**src/hdl/tls_pkg.sv**
```systemverilog
// ----------------------------------------------------------------------------
// tls_pkg: three-level task scheduler shared types and codes
// Operation, class, slot state and status codes used by the scheduler.
// ----------------------------------------------------------------------------
package tls_pkg;

   typedef enum logic [2:0] {
      OP_CREATE    = 3'd0,
      OP_START     = 3'd1,
      OP_YIELD     = 3'd2,
      OP_TERMINATE = 3'd3,
      OP_MS_TICK   = 3'd4,
      OP_PER_TICK  = 3'd5
   } op_type;

   localparam logic [1:0] CL_SYSTEM   = 2'd0;
   localparam logic [1:0] CL_PERIODIC = 2'd1;
   localparam logic [1:0] CL_RR       = 2'd2;

   localparam logic [1:0] ST_DEAD    = 2'd0;
   localparam logic [1:0] ST_READY   = 2'd1;
   localparam logic [1:0] ST_RUNNING = 2'd2;
   localparam logic [1:0] ST_WAITING = 2'd3;

   localparam logic [1:0] STS_OK      = 2'd0;
   localparam logic [1:0] STS_FULL    = 2'd1;
   localparam logic [1:0] STS_IGNORED = 2'd2;
   localparam logic [1:0] STS_HALTED  = 2'd3;

   typedef enum logic [7:0] {
      S_IDLE   = 8'b0000_0001,
      S_DECODE = 8'b0000_0010,
      S_SEARCH = 8'b0000_0100,
      S_WALK   = 8'b0000_1000,
      S_WALK2  = 8'b0001_0000,
      S_SHIFT  = 8'b0010_0000,
      S_DISP   = 8'b0100_0000,
      S_DONE   = 8'b1000_0000
   } state_type;

endpackage

```
**src/hdl/three_level_task_scheduler_unit.sv**
```systemverilog
// ----------------------------------------------------------------------------
// three_level_task_scheduler_unit: three-class hardware task scheduler
// states: an accepted item passes S_DECODE, then S_SEARCH for a create, S_WALK
//   for a period tick or S_SHIFT and S_WALK2 for a periodic terminate (walking
//   the slot table or list), S_DISP when a dispatch follows, then S_DONE
// one item at a time: busy is high from acceptance until the strobe cycle
// the slot walk runs through a single shared decrement and compare unit
// synchronous reset clears the state machine, slot tables and queue pointers; quantum resets to 10
// ----------------------------------------------------------------------------
module three_level_task_scheduler_unit #(
   parameter int MAX_TASKS = 16
) (
   input  logic        clock,
   input  logic        reset,
   input  logic        start,
   output logic        busy,
   input  logic [2:0]  req_op,
   input  logic [1:0]  req_task_class,
   input  logic [15:0] req_period,
   input  logic [15:0] req_offset,
   input  logic        csr_we,
   input  logic [7:0]  csr_wdata,
   output logic        rsp_valid,
   output logic [3:0]  rsp_running_task,
   output logic        rsp_running_valid,
   output logic [3:0]  rsp_created_task,
   output logic [1:0]  rsp_status,
   output logic [15:0] rsp_time_ms
);

   localparam int IW = (MAX_TASKS > 1) ? $clog2(MAX_TASKS) : 1;
   localparam int CW = $clog2(MAX_TASKS + 1);
   localparam logic [CW-1:0] MAXC = CW'(MAX_TASKS);
   localparam logic [IW-1:0] LASTI = IW'(MAX_TASKS - 1);

   // slot tables
   logic [1:0]  slot_state_ff [MAX_TASKS];
   logic [1:0]  slot_class_ff [MAX_TASKS];
   logic [15:0] slot_period_ff [MAX_TASKS];
   logic [15:0] slot_cd_ff [MAX_TASKS];
   logic [IW-1:0] sys_fifo_ff [MAX_TASKS];
   logic [IW-1:0] rot_fifo_ff [MAX_TASKS];
   logic [IW-1:0] plist_ff [MAX_TASKS];

   logic [IW-1:0] sys_head_ff, sys_tail_ff, rot_head_ff, rot_tail_ff;
   logic [CW-1:0] sys_cnt_ff, rot_cnt_ff, pcnt_ff, live_ff;
   logic          pr_valid_ff, run_valid_ff, started_ff, halted_ff;
   logic [IW-1:0] pr_id_ff, cur_ff;
   logic [15:0]   ms_ff;
   logic [7:0]    quantum_ff;

   tls_pkg::state_type state_ff;
   logic [2:0]    op_ff;
   logic [1:0]    cls_ff;
   logic [15:0]   per_ff, off_ff;
   logic [CW-1:0] idx_ff;
   logic [1:0]    sts_ff;
   logic [IW-1:0] made_ff;

   logic [15:0] eq;
   assign eq = (quantum_ff == 8'd0) ? 16'd1 : {8'd0, quantum_ff};

   // shared decrement unit on the slot countdown
   logic [IW-1:0] walk_id;
   logic [IW-1:0] dec_id;
   logic [15:0]   dec_q;
   assign walk_id = plist_ff[idx_ff[IW-1:0]];
   assign dec_id  = (state_ff == tls_pkg::S_WALK) ? walk_id : cur_ff;
   assign dec_q   = slot_cd_ff[dec_id] - 16'd1;

   logic [IW-1:0] cur_cls_id;
   logic [1:0]    cur_cls;
   assign cur_cls_id = cur_ff;
   assign cur_cls = slot_class_ff[cur_cls_id];

   assign busy = (state_ff != tls_pkg::S_IDLE);

   always_ff @(posedge clock) begin
      if (reset) begin
         rsp_valid <= 1'b0;
         state_ff <= tls_pkg::S_IDLE;
         for (int i = 0; i < MAX_TASKS; i++) begin
            slot_state_ff[i] <= tls_pkg::ST_DEAD;
            slot_class_ff[i] <= 2'd0;
            slot_period_ff[i] <= 16'd0;
            slot_cd_ff[i] <= 16'd0;
         end
         sys_head_ff <= '0; sys_tail_ff <= '0; sys_cnt_ff <= '0;
         rot_head_ff <= '0; rot_tail_ff <= '0; rot_cnt_ff <= '0;
         pcnt_ff <= '0; live_ff <= '0;
         pr_valid_ff <= 1'b0; pr_id_ff <= '0; cur_ff <= '0;
         run_valid_ff <= 1'b0; started_ff <= 1'b0; halted_ff <= 1'b0;
         ms_ff <= 16'd0; quantum_ff <= 8'd10;
      end else begin
         rsp_valid <= (state_ff == tls_pkg::S_DONE);
         if (csr_we) quantum_ff <= csr_wdata;
         case (state_ff)
            // accept an item
            tls_pkg::S_IDLE: begin
               if (start) begin
                  op_ff <= req_op; cls_ff <= req_task_class;
                  per_ff <= req_period; off_ff <= req_offset;
                  sts_ff <= tls_pkg::STS_OK; made_ff <= '0; idx_ff <= '0;
                  state_ff <= tls_pkg::S_DECODE;
               end
            end
            // decode the event
            tls_pkg::S_DECODE: begin
               state_ff <= tls_pkg::S_DONE;
               if (halted_ff) sts_ff <= tls_pkg::STS_IGNORED;
               else case (op_ff)
                  tls_pkg::OP_CREATE: begin
                     if (cls_ff == 2'd3) sts_ff <= tls_pkg::STS_IGNORED;
                     else if (live_ff >= MAXC) sts_ff <= tls_pkg::STS_FULL;
                     else state_ff <= tls_pkg::S_SEARCH;
                  end
                  tls_pkg::OP_START: begin
                     if (started_ff || live_ff == '0) sts_ff <= tls_pkg::STS_IGNORED;
                     else begin
                        started_ff <= 1'b1; state_ff <= tls_pkg::S_DISP;
                     end
                  end
                  tls_pkg::OP_YIELD: begin
                     if (!started_ff) sts_ff <= tls_pkg::STS_IGNORED;
                     else begin
                        state_ff <= tls_pkg::S_DISP;
                        if (run_valid_ff) begin
                           run_valid_ff <= 1'b0;
                           if (cur_cls == tls_pkg::CL_PERIODIC)
                              slot_state_ff[cur_ff] <= tls_pkg::ST_WAITING;
                           else begin
                              slot_state_ff[cur_ff] <= tls_pkg::ST_READY;
                              if (cur_cls == tls_pkg::CL_SYSTEM) begin
                                 if (sys_cnt_ff < MAXC) begin
                                    sys_fifo_ff[sys_tail_ff] <= cur_ff;
                                    sys_tail_ff <= (sys_tail_ff == LASTI) ? '0
                                                   : sys_tail_ff + 1'b1;
                                    sys_cnt_ff <= sys_cnt_ff + 1'b1;
                                 end
                              end else if (rot_cnt_ff < MAXC) begin
                                 rot_fifo_ff[rot_tail_ff] <= cur_ff;
                                 rot_tail_ff <= (rot_tail_ff == LASTI) ? '0
                                                : rot_tail_ff + 1'b1;
                                 rot_cnt_ff <= rot_cnt_ff + 1'b1;
                              end
                           end
                        end
                     end
                  end
                  tls_pkg::OP_TERMINATE: begin
                     if (!started_ff) sts_ff <= tls_pkg::STS_IGNORED;
                     else begin
                        state_ff <= tls_pkg::S_DISP;
                        if (run_valid_ff) begin
                           run_valid_ff <= 1'b0;
                           slot_state_ff[cur_ff] <= tls_pkg::ST_DEAD;
                           if (live_ff != '0) live_ff <= live_ff - 1'b1;
                           if (cur_cls == tls_pkg::CL_PERIODIC) begin
                              if (pr_valid_ff && pr_id_ff == cur_ff)
                                 pr_valid_ff <= 1'b0;
                              state_ff <= tls_pkg::S_SHIFT;
                           end
                        end
                     end
                  end
                  tls_pkg::OP_MS_TICK: begin
                     ms_ff <= ms_ff + 16'd1;
                     if (started_ff) begin
                        if (!run_valid_ff) state_ff <= tls_pkg::S_DISP;
                        else begin : tick
                           logic pre;
                           pre = (cur_cls == tls_pkg::CL_RR &&
                                  (sys_cnt_ff != '0 || pr_valid_ff)) ||
                                 (cur_cls == tls_pkg::CL_PERIODIC && sys_cnt_ff != '0);
                           if (cur_cls == tls_pkg::CL_RR) begin
                              if (dec_q == 16'd0) begin
                                 slot_cd_ff[cur_ff] <= eq; pre = 1'b1;
                              end else slot_cd_ff[cur_ff] <= dec_q;
                           end
                           if (pre) begin
                              slot_state_ff[cur_ff] <= tls_pkg::ST_READY;
                              if (cur_cls == tls_pkg::CL_PERIODIC && pr_valid_ff) begin
                                 halted_ff <= 1'b1; sts_ff <= tls_pkg::STS_HALTED;
                              end else begin
                                 run_valid_ff <= 1'b0;
                                 state_ff <= tls_pkg::S_DISP;
                                 if (cur_cls == tls_pkg::CL_PERIODIC) begin
                                    pr_valid_ff <= 1'b1; pr_id_ff <= cur_ff;
                                 end else if (cur_cls == tls_pkg::CL_SYSTEM) begin
                                    if (sys_cnt_ff < MAXC) begin
                                       sys_fifo_ff[sys_tail_ff] <= cur_ff;
                                       sys_tail_ff <= (sys_tail_ff == LASTI) ? '0
                                                      : sys_tail_ff + 1'b1;
                                       sys_cnt_ff <= sys_cnt_ff + 1'b1;
                                    end
                                 end else if (rot_cnt_ff < MAXC) begin
                                    rot_fifo_ff[rot_tail_ff] <= cur_ff;
                                    rot_tail_ff <= (rot_tail_ff == LASTI) ? '0
                                                   : rot_tail_ff + 1'b1;
                                    rot_cnt_ff <= rot_cnt_ff + 1'b1;
                                 end
                              end
                           end
                        end
                     end
                  end
                  tls_pkg::OP_PER_TICK: state_ff <= tls_pkg::S_WALK;
                  default: sts_ff <= tls_pkg::STS_IGNORED;
               endcase
            end
            // find the first dead slot, one per cycle
            tls_pkg::S_SEARCH: begin
               if (idx_ff >= MAXC) begin
                  sts_ff <= tls_pkg::STS_FULL; state_ff <= tls_pkg::S_DONE;
               end else if (slot_state_ff[idx_ff[IW-1:0]] == tls_pkg::ST_DEAD) begin
                  slot_class_ff[idx_ff[IW-1:0]] <= cls_ff;
                  slot_period_ff[idx_ff[IW-1:0]] <= 16'd0;
                  slot_cd_ff[idx_ff[IW-1:0]] <= 16'd0;
                  made_ff <= idx_ff[IW-1:0];
                  live_ff <= live_ff + 1'b1;
                  state_ff <= tls_pkg::S_DONE;
                  if (cls_ff == tls_pkg::CL_SYSTEM) begin
                     slot_state_ff[idx_ff[IW-1:0]] <= tls_pkg::ST_READY;
                     if (sys_cnt_ff < MAXC) begin
                        sys_fifo_ff[sys_tail_ff] <= idx_ff[IW-1:0];
                        sys_tail_ff <= (sys_tail_ff == LASTI) ? '0 : sys_tail_ff + 1'b1;
                        sys_cnt_ff <= sys_cnt_ff + 1'b1;
                     end
                  end else if (cls_ff == tls_pkg::CL_PERIODIC) begin
                     slot_state_ff[idx_ff[IW-1:0]] <= tls_pkg::ST_WAITING;
                     slot_period_ff[idx_ff[IW-1:0]] <= per_ff;
                     slot_cd_ff[idx_ff[IW-1:0]] <= off_ff;
                     if (pcnt_ff < MAXC) begin
                        plist_ff[pcnt_ff[IW-1:0]] <= idx_ff[IW-1:0];
                        pcnt_ff <= pcnt_ff + 1'b1;
                     end
                  end else begin
                     slot_state_ff[idx_ff[IW-1:0]] <= tls_pkg::ST_READY;
                     slot_cd_ff[idx_ff[IW-1:0]] <= eq;
                     if (rot_cnt_ff < MAXC) begin
                        rot_fifo_ff[rot_tail_ff] <= idx_ff[IW-1:0];
                        rot_tail_ff <= (rot_tail_ff == LASTI) ? '0 : rot_tail_ff + 1'b1;
                        rot_cnt_ff <= rot_cnt_ff + 1'b1;
                     end
                  end
               end else idx_ff <= idx_ff + 1'b1;
            end
            // period tick walk over the periodic list
            tls_pkg::S_WALK: begin
               if (idx_ff >= pcnt_ff) state_ff <= tls_pkg::S_DONE;
               else if (dec_q == 16'd0) begin
                  slot_cd_ff[walk_id] <= slot_period_ff[walk_id];
                  if (slot_state_ff[walk_id] != tls_pkg::ST_RUNNING)
                     slot_state_ff[walk_id] <= tls_pkg::ST_READY;
                  if (pr_valid_ff) begin
                     halted_ff <= 1'b1; sts_ff <= tls_pkg::STS_HALTED;
                     state_ff <= tls_pkg::S_DONE;
                  end else begin
                     pr_valid_ff <= 1'b1; pr_id_ff <= walk_id;
                     idx_ff <= idx_ff + 1'b1;
                  end
               end else begin
                  slot_cd_ff[walk_id] <= dec_q;
                  idx_ff <= idx_ff + 1'b1;
               end
            end
            // locate the terminated task in the periodic list
            tls_pkg::S_SHIFT: begin
               if (idx_ff >= pcnt_ff) state_ff <= tls_pkg::S_DISP;
               else if (plist_ff[idx_ff[IW-1:0]] == cur_ff) state_ff <= tls_pkg::S_WALK2;
               else idx_ff <= idx_ff + 1'b1;
            end
            // close the gap, one entry per cycle
            tls_pkg::S_WALK2: begin
               if (idx_ff + 1'b1 < pcnt_ff) begin
                  plist_ff[idx_ff[IW-1:0]] <= plist_ff[idx_ff[IW-1:0] + 1'b1];
                  idx_ff <= idx_ff + 1'b1;
               end else begin
                  pcnt_ff <= pcnt_ff - 1'b1;
                  state_ff <= tls_pkg::S_DISP;
               end
            end
            // pick the next task to run
            tls_pkg::S_DISP: begin
               state_ff <= tls_pkg::S_DONE;
               if (sys_cnt_ff != '0) begin
                  cur_ff <= sys_fifo_ff[sys_head_ff]; run_valid_ff <= 1'b1;
                  slot_state_ff[sys_fifo_ff[sys_head_ff]] <= tls_pkg::ST_RUNNING;
                  sys_head_ff <= (sys_head_ff == LASTI) ? '0 : sys_head_ff + 1'b1;
                  sys_cnt_ff <= sys_cnt_ff - 1'b1;
               end else if (pr_valid_ff) begin
                  cur_ff <= pr_id_ff; run_valid_ff <= 1'b1; pr_valid_ff <= 1'b0;
                  slot_state_ff[pr_id_ff] <= tls_pkg::ST_RUNNING;
               end else if (rot_cnt_ff != '0) begin
                  cur_ff <= rot_fifo_ff[rot_head_ff]; run_valid_ff <= 1'b1;
                  slot_state_ff[rot_fifo_ff[rot_head_ff]] <= tls_pkg::ST_RUNNING;
                  rot_head_ff <= (rot_head_ff == LASTI) ? '0 : rot_head_ff + 1'b1;
                  rot_cnt_ff <= rot_cnt_ff - 1'b1;
               end else run_valid_ff <= 1'b0;
            end
            // present the result item
            tls_pkg::S_DONE: begin
               rsp_running_valid <= started_ff && !halted_ff && run_valid_ff;
               rsp_running_task <= (started_ff && !halted_ff && run_valid_ff)
                                   ? 4'(cur_ff) : 4'd0;
               rsp_created_task <= 4'(made_ff);
               rsp_status <= sts_ff;
               rsp_time_ms <= ms_ff;
               state_ff <= tls_pkg::S_IDLE;
            end
            default: state_ff <= tls_pkg::S_IDLE;
         endcase
      end
   end

   // checks
   a_strobe_idle: assert property (@(posedge clock) disable iff (reset)
      rsp_valid |-> !busy) else $error("result while busy");
   a_fifo_bound: assert property (@(posedge clock) disable iff (reset)
      sys_cnt_ff <= MAXC && rot_cnt_ff <= MAXC) else $error("fifo count overflow");
   a_halt_sticky: assert property (@(posedge clock) disable iff (reset)
      halted_ff |=> halted_ff) else $error("halt cleared");
   a_accept: assert property (@(posedge clock) disable iff (reset)
      (start && !busy) |=> busy) else $error("item not taken");

endmodule

```
**config.mk**
```make
export PLATFORM = sky130hd
export DESIGN_NAME = three_level_task_scheduler_unit
export DESIGN_NICKNAME = d
export VERILOG_FILES = /design/src/hdl/tls_pkg.sv /design/src/hdl/three_level_task_scheduler_unit.sv
export SDC_FILE = /design/constraint.sdc
export NUM_CORES = 2
export LEC_CHECK = 0
export BUFFER_PORTS_ARGS = -buffer_cell sky130_fd_sc_hd__buf_2
export CAP_MARGIN = 20
export CORE_UTILIZATION = 50
export DETAILED_ROUTE_END_ITERATION = 10
export PLACE_DENSITY = 0.76
export SLEW_MARGIN = 20
export SYNTH_ARGS = -nofsm -noshare
export SYNTH_HDL_FRONTEND = slang
export SYNTH_SLANG_ARGS = --single-unit
```
**constraint.sdc**
```tcl
create_clock -name clock -period 9.4 [get_ports clock]
set_input_delay 0.94 -clock clock [delete_from_list [all_inputs] [get_ports clock]]
set_output_delay 0.94 -clock clock [all_outputs]
set_load 0.05 [all_outputs]
```
Word-level counts from Yosys, hierarchy flattened
Memory sizes are Yosys's and may differ from the RTL's. A register that Yosys moved wholly into a read port is not among the register bits.
Index checks and enable logic that the tools add are counted.
{"block": "op_classes", "n_reduce_logical": 64, "mux": 422, "n_lt_le_gt_ge": 7, "bitwise": 19, "addsub": 16, "eq_ne": 84}
{"operator": "4-bit two-way mux", "count": 73}
{"operator": "5-bit two-way mux", "count": 53}
{"operator": "1-bit two-way mux", "count": 217}
{"operator": "8-bit two-way mux", "count": 20}
{"operator": "16-bit two-way mux", "count": 9}
{"operator": "16-bit OR reduction", "count": 4}
{"operator": "2-bit inequality test, second input constant", "count": 28}
{"operator": "8-bit case mux with 7 select lines", "count": 1}
{"operator": "2-bit two-way mux", "count": 26}
{"operator": "3-bit inequality test, second input constant", "count": 16}
{"operator": "4-bit case mux with 2 select lines", "count": 6}
{"operator": "8-bit case mux with 6 select lines", "count": 1}
{"operator": "5-bit case mux with 2 select lines", "count": 4}
{"operator": "5-bit case mux with 3 select lines", "count": 2}
{"operator": "15-bit AND reduction", "count": 2}
{"operator": "13-bit AND reduction", "count": 2}
{"operator": "5-bit by 1-bit adder with 5-bit output, second input constant", "count": 5}
{"operator": "5-bit case mux with 5 select lines", "count": 1}
{"operator": "4-bit inequality test, second input constant", "count": 6}
{"operator": "4-bit by 1-bit adder with 4-bit output, second input constant", "count": 5}
{"operator": "5-bit nonzero test", "count": 4}
{"operator": "5-bit by 1-bit subtractor with 5-bit output, second input constant", "count": 4}
{"operator": "16-bit by 1-bit adder with 16-bit output, second input constant", "count": 1}
{"operator": "4-bit equality test, second input constant", "count": 4}
{"operator": "55 further kinds", "count": 118}
{"block": "totals", "word_cells": 649, "input_bits": 49, "n_memories": 7, "out_inout_bits": 29, "ram_bits": 768, "regBits": 156}
{"memory": "slot_cd_ff", "depth": 16, "width": 16, "read_ports": 1, "rd_clocked_by_memory_dff": 0, "write_ports": 16, "line": "three_level_task_scheduler_unit.sv:40", "source": "logic [15:0] slot_cd_ff [MAX_TASKS];"}
{"memory": "slot_period_ff", "depth": 16, "width": 16, "read_ports": 1, "rd_clocked_by_memory_dff": 0, "write_ports": 16, "line": "three_level_task_scheduler_unit.sv:39", "source": "logic [15:0] slot_period_ff [MAX_TASKS];"}
{"memory": "plist_ff", "depth": 16, "width": 4, "read_ports": 2, "rd_clocked_by_memory_dff": 1, "write_ports": 1, "line": "three_level_task_scheduler_unit.sv:43", "source": "logic [IW-1:0] plist_ff [MAX_TASKS];"}
{"memory": "rot_fifo_ff", "depth": 16, "width": 4, "read_ports": 1, "rd_clocked_by_memory_dff": 1, "write_ports": 1, "line": "three_level_task_scheduler_unit.sv:42", "source": "logic [IW-1:0] rot_fifo_ff [MAX_TASKS];"}
{"memory": "sys_fifo_ff", "depth": 16, "width": 4, "read_ports": 1, "rd_clocked_by_memory_dff": 1, "write_ports": 1, "line": "three_level_task_scheduler_unit.sv:41", "source": "logic [IW-1:0] sys_fifo_ff [MAX_TASKS];"}
{"memory": "slot_class_ff", "depth": 16, "width": 2, "read_ports": 1, "rd_clocked_by_memory_dff": 1, "write_ports": 16, "line": "three_level_task_scheduler_unit.sv:38", "source": "logic [1:0] slot_class_ff [MAX_TASKS];"}
{"memory": "1 more memories"}

Logic depth before layout (Yosys ltp)
An unclocked memory read counts as a cell.
{"block": "logic_depth", "depth_word": 29, "mapped_depth": 28, "mapped_depth_nobuf": 19}

Worst setup path after synthesis
OpenSTA, ideal clock, no wires.
{"block": "synth_path", "path_type": "reg-to-reg", "from": "register with a tool-made name", "to": "memory rot_fifo_ff[10][0] (netlist bit) (enable)", "path_stages_with_launch": 26, "required_ns": 9.021, "setup_slack_ns": 3.249, "arrival_time_ns": 5.773, "path_buffers": 6, "cell_sequence": "dfxtp_1 buf_2 mux4_2 mux4_2 mux2i_4 buf_6 buf_4 buf_4 mux2i_1 mux2i_1 o22ai_1 a31oi_1 inv_1 ha_1 clkbuf_1 inv_1 or4b_1 mux2i_1 a22o_1 o2111ai_2 o31ai_2 a21oi_1 nor2b_1 o21bai_1 clkbuf_1 nor4b_1"}
{"item": "to (decl)", "line": "three_level_task_scheduler_unit.sv:42"}

==> metrics.cfg <==
[clock_network]
cts_num_sinks = 940
path_clk_slew_ns = 0.06
ctsResizeCount = 0
cts_inserted_buffers = 93
root_buffer_cell = clkbuf_16
htree_levels = 3
max-clock-path-buffers = 3
tritoncts = done
hold_buffers = 0
insertion_delay_ns = 0.67
post-cts-setup-buffers = 0

[critical_path]
worstSetupStartpointType = flop
peak_per_stage_delay_on_the_critical_path_ns = 0.89
worstPathRequired_ns = 9.68
timing.critical_path.buf_inv = 1
cpLargestDelayFamily = compound AO/OA/AOI/OAI gates
crit_fanout = 24
timing_worst_setup_path_type = flop to flop
arrival_time_worst_endpoint_ns = 8.36
crit_path_max_delay_cell_type = nor4b_1
worstPathCellList = mux4_2 -> mux4_4 -> mux2i_4 -> buf_4 -> mux2i_1 -> o221ai_1 -> a222oi_1 -> o21a_1 -> nand2_1 -> o31ai_1 -> nand4_2 -> o31ai_2 -> a21oi_1 -> nor2b_1 -> o21bai_1 -> nor4b_1
worstSetupEndpointType = flop

[detailed_routing]
ant_nets = 0
drc_errors = 0
first_iteration_detailed_routing_drc_count = 3754
num_vias = 28500
dr.pass1.iters = 6
routed_wire_length_per_instance_um = 24.2
route.final.wire_length_um = 112000
via_per_inst = 6.17

[floorplan]
die_y_um = 296
core_area_um2 = 85400
die_w_um = 296
dieArea_um2 = 87700
ios = 78
floorplan.rows = 107
initial_utilization_pct = 50.6

[final_layout]
design.final.nets = 3496
utilization_pct = 55.7
final-seq-area_um2 = 27300
fillerInstances = 6849
multi_input_comb_area_um2 = 15000
syn2layout_area_growth_pct = 10.0
fraction_of_final_layout_cells_sized_beyond_drive_strength_1_pct = 14.3

[synthesis]
synth-edff-count = 843
post-synth-top-area-cell = edfxtp_1
synth.area.top_cells = edfxtp_1, mux4_2, nor2_1
synthCells = 3403
synthesis.yosys.warnings = 0
seq_area_frac_synth_pct = 63.0
synthesis.nets = 3497
postSynthAreaPerCell_um2 = 12.7
synth-seq-cells = 940
synthDistinctLibCells = 94
synth_ff_type = edfxtp_1
synth_area_um2 = 43300
synthArstFlopShare_pct = 0
post-synth-top-area-fraction_pct = 58.5

[timing]
timing.max_slew.rel_slack_pct = 23.6
tns_ns = 0
slew_viol_final = 0
timing.final.setup_violations = 0
layout_min_cycle_time_ns = 8.08
rsz0062_at_grt = false
timing_worst_slew_pin_value_ns = 1.14
fmaxAchievable_mhz = 124
final-hold-violation-count = 0
fin_worst_skew_ns = 0.0469
layout_worst_path_cycle_share_pct = 86.0

[power]
power_per_cell_area_nw_per_um2 = 188
comb_power_share_pct = 7.4
p_seq_share_pct = 52.4
internal_power_mw = 6.90
max-vdd-ir-drop_mv = 0.160
share_clk_of_total_power_pct = 40.2
power_switching_mw = 2.04
p_sw_share_pct = 22.8
power_leakage_nw = 16.1

[place]
count_of_input_and_output_buffers = 77
gp_routability_congestion = 0.929
post-dp-hpwl_um = 72700

[global_routing]
gr-usage-all-layers_pct = 25.6
grtUsageMet1_pct = 34.4
grt_antenna_before_repair = 2
number_of_global_route_vias_before_repair = 27800
groute.layer.met3.usage_pct = 5.22
global_route.overflow_total = 0
gr_peak_layer = met2
grt_pass1_wl_um = 168000
maximum_number_of_pins_on_one_net_before_global_route_repair = 73
groute.layer.met2.usage_pct = 41.1

[job]
cap_viol_max_count = 0

[min_path]
worst_min_path_class = flop to flop

[run_status]
outcome = complete, no violations

-- synth_stat cells (11+ instances only) --
master      n
dfxtp_1    97
nor3b_1    12
nand2b_1   21
mux2i_1   130
xor2_1     28
buf_1      22
mux2_2     33
ha_1       41
and2_1     31
nor2_1    736
nor2b_1    32
o22ai_1    16
and3_1     14
or3_1      16
xnor2_1    27
buf_4      12
o21ai_0    56
mux4_2    155
buf_2      21
nor4b_1    13
nand4_1    19
a311oi_1   16
a21oi_1   116
nand3_1    60
o21ai_1    12
a21o_1     12
nand2_1   302
clkbuf_1  176
edfxtp_1  843
o21a_1     11
a31oi_1    21
inv_1      42
nor3_1     61
a211oi_1   30
-- final timing paths --
kind,cells past startpoint,slack [ns],endpoint,start
setup / recovery,16,1.32,rot_fifo_ff[3][0]$_DFFE_PP_,flop
setup reg to reg,16,1.32,rot_fifo_ff[3][0]$_DFFE_PP_,flop
hold / removal,0,0.42,rsp_created_task[2]$_DFFE_PP_,made_ff[2]$_SDFFCE_PN0P_
hold reg to reg,0,0.42,rsp_created_task[2]$_DFFE_PP_,made_ff[2]$_SDFFCE_PN0P_
-- flip-flops by register name, indices dropped and copies added (netlist names), 8 cells and up, named ones only --
name	flops
slot_cd_ff	256
slot_period_ff	256
plist_ff	64
rot_fifo_ff	64
sys_fifo_ff	64
slot_class_ff	32
slot_state_ff	32
ms_ff	16
off_ff	16
per_ff	16
rsp_time_ms	16
quantum_ff	8
state_ff	8
-- power groups by stage --
stage | clock network, mW | logic [mW] | registers (mW)
finish | 3.59 | 0.661 | 4.68
global route | 3.76 | 0.696 | 4.69
CTS | 3.60 | 0.654 | 4.68
detailed placement | 0 | 0.652 | 4.77
global placement | 0 | 0.644 | 4.77
floorplan | 0 | 0.459 | 4.74
-- cells by family (layout without fill, tap and decap cells) --
| group | count (synthesis) | in the layout | share of synthesized area (%) |
|---|---|---|---|
| and+or+nand+nor | 1369 | 1369 | 13.8 |
| DFF | 940 | 940 | 63.0 |
| AOI/OAI and AO/OA | 396 | 396 | 6.08 |
| muxes | 320 | 320 | 12.0 |
| buffers and inverters | 278 | 353 | 2.61 |
| xor gates and xnor gates | 55 | 55 | 1.11 |
| adders and majority gates | 45 | 45 | 1.37 |
| other | 0 | 1 | 0 |
-- worst reg2reg max path, cell delays in order (launching register included) --
cell and delay (ns):
dfxtp_1 0.87, mux4_2 0.45, mux4_4 0.68, mux2i_4 0.73, buf_4 0.47, mux2i_1 0.22, o221ai_1 0.14, a222oi_1 0.83
o21a_1 0.30, nand2_1 0.14, o31ai_1 0.37, nand4_2 0.31, o31ai_2 0.57, a21oi_1 0.15, nor2b_1 0.22, o21bai_1 0.36
nor4b_1 0.89
-- routing by layer --
layer / share of wire (%) / vias up
li1: - / 12500
met1: 38 / 14100
met2: 48 / 1649
met3: 11 / 229
met4: 3.3 / 0
met5: 0 / -
-- final cells by class --
type / count / share of cell area, %
Timing Repair Buffer: 137 / 1.84
Sequential cell: 940 / 57.3
Clock inverter: 52 / 0.802
Antenna cell: 1 / 0.00526
Tap cell: 1144 / 3.01
Multi-Input combinational cell: 2185 / 31.4
Clock buffer: 119 / 5.29
Inverter: 45 / 0.355
-- per-stage QoR --
step	total power [mW]	area [µm²]	worst slack, ns	hold slack (ns)	cells
2_1_floorplan	5.20	43300	3.25	0.400	3403
3_3_place_gp	5.41	44700	1.56	0.409	4451
3_5_place_dp	5.42	44700	1.41	0.414	4451
4_1_cts	8.94	47600	1.37	0.422	4622
5_1_grt	9.15	47600	0.842	0.431	4622
6_report	8.94	47600	1.32	0.420	4623
-- cell usage in the layout (no fill, tap or decap), types with 13 or more instances in the layout --
cell / netlist / layout
edfxtp_1: 843 / 843
nor2_1: 736 / 734
nand2_1: 302 / 302
mux4_2: 155 / 154
mux2i_1: 130 / 130
a21oi_1: 116 / 115
dfxtp_1: 97 / 97
clkbuf_16: 0 / 96
buf_2: 21 / 76
nor3_1: 61 / 61
nand3_1: 60 / 60
buf_4: 12 / 58
o21ai_0: 56 / 55
inv_1: 42 / 42
ha_1: 41 / 41
mux2_2: 33 / 33
nor2b_1: 32 / 32
and2_1: 31 / 30
a211oi_1: 30 / 30
xor2_1: 28 / 28
xnor2_1: 27 / 27
clkinv_1: 2 / 24
nand2b_1: 21 / 21
clkinv_2: 0 / 20
clkbuf_1: 176 / 20
nand4_1: 19 / 19
a31oi_1: 21 / 18
a311oi_1: 16 / 16
or3_1: 16 / 16
o22ai_1: 16 / 15
and3_1: 14 / 13
Note: power is estimated with default switching activity, not from simulation.
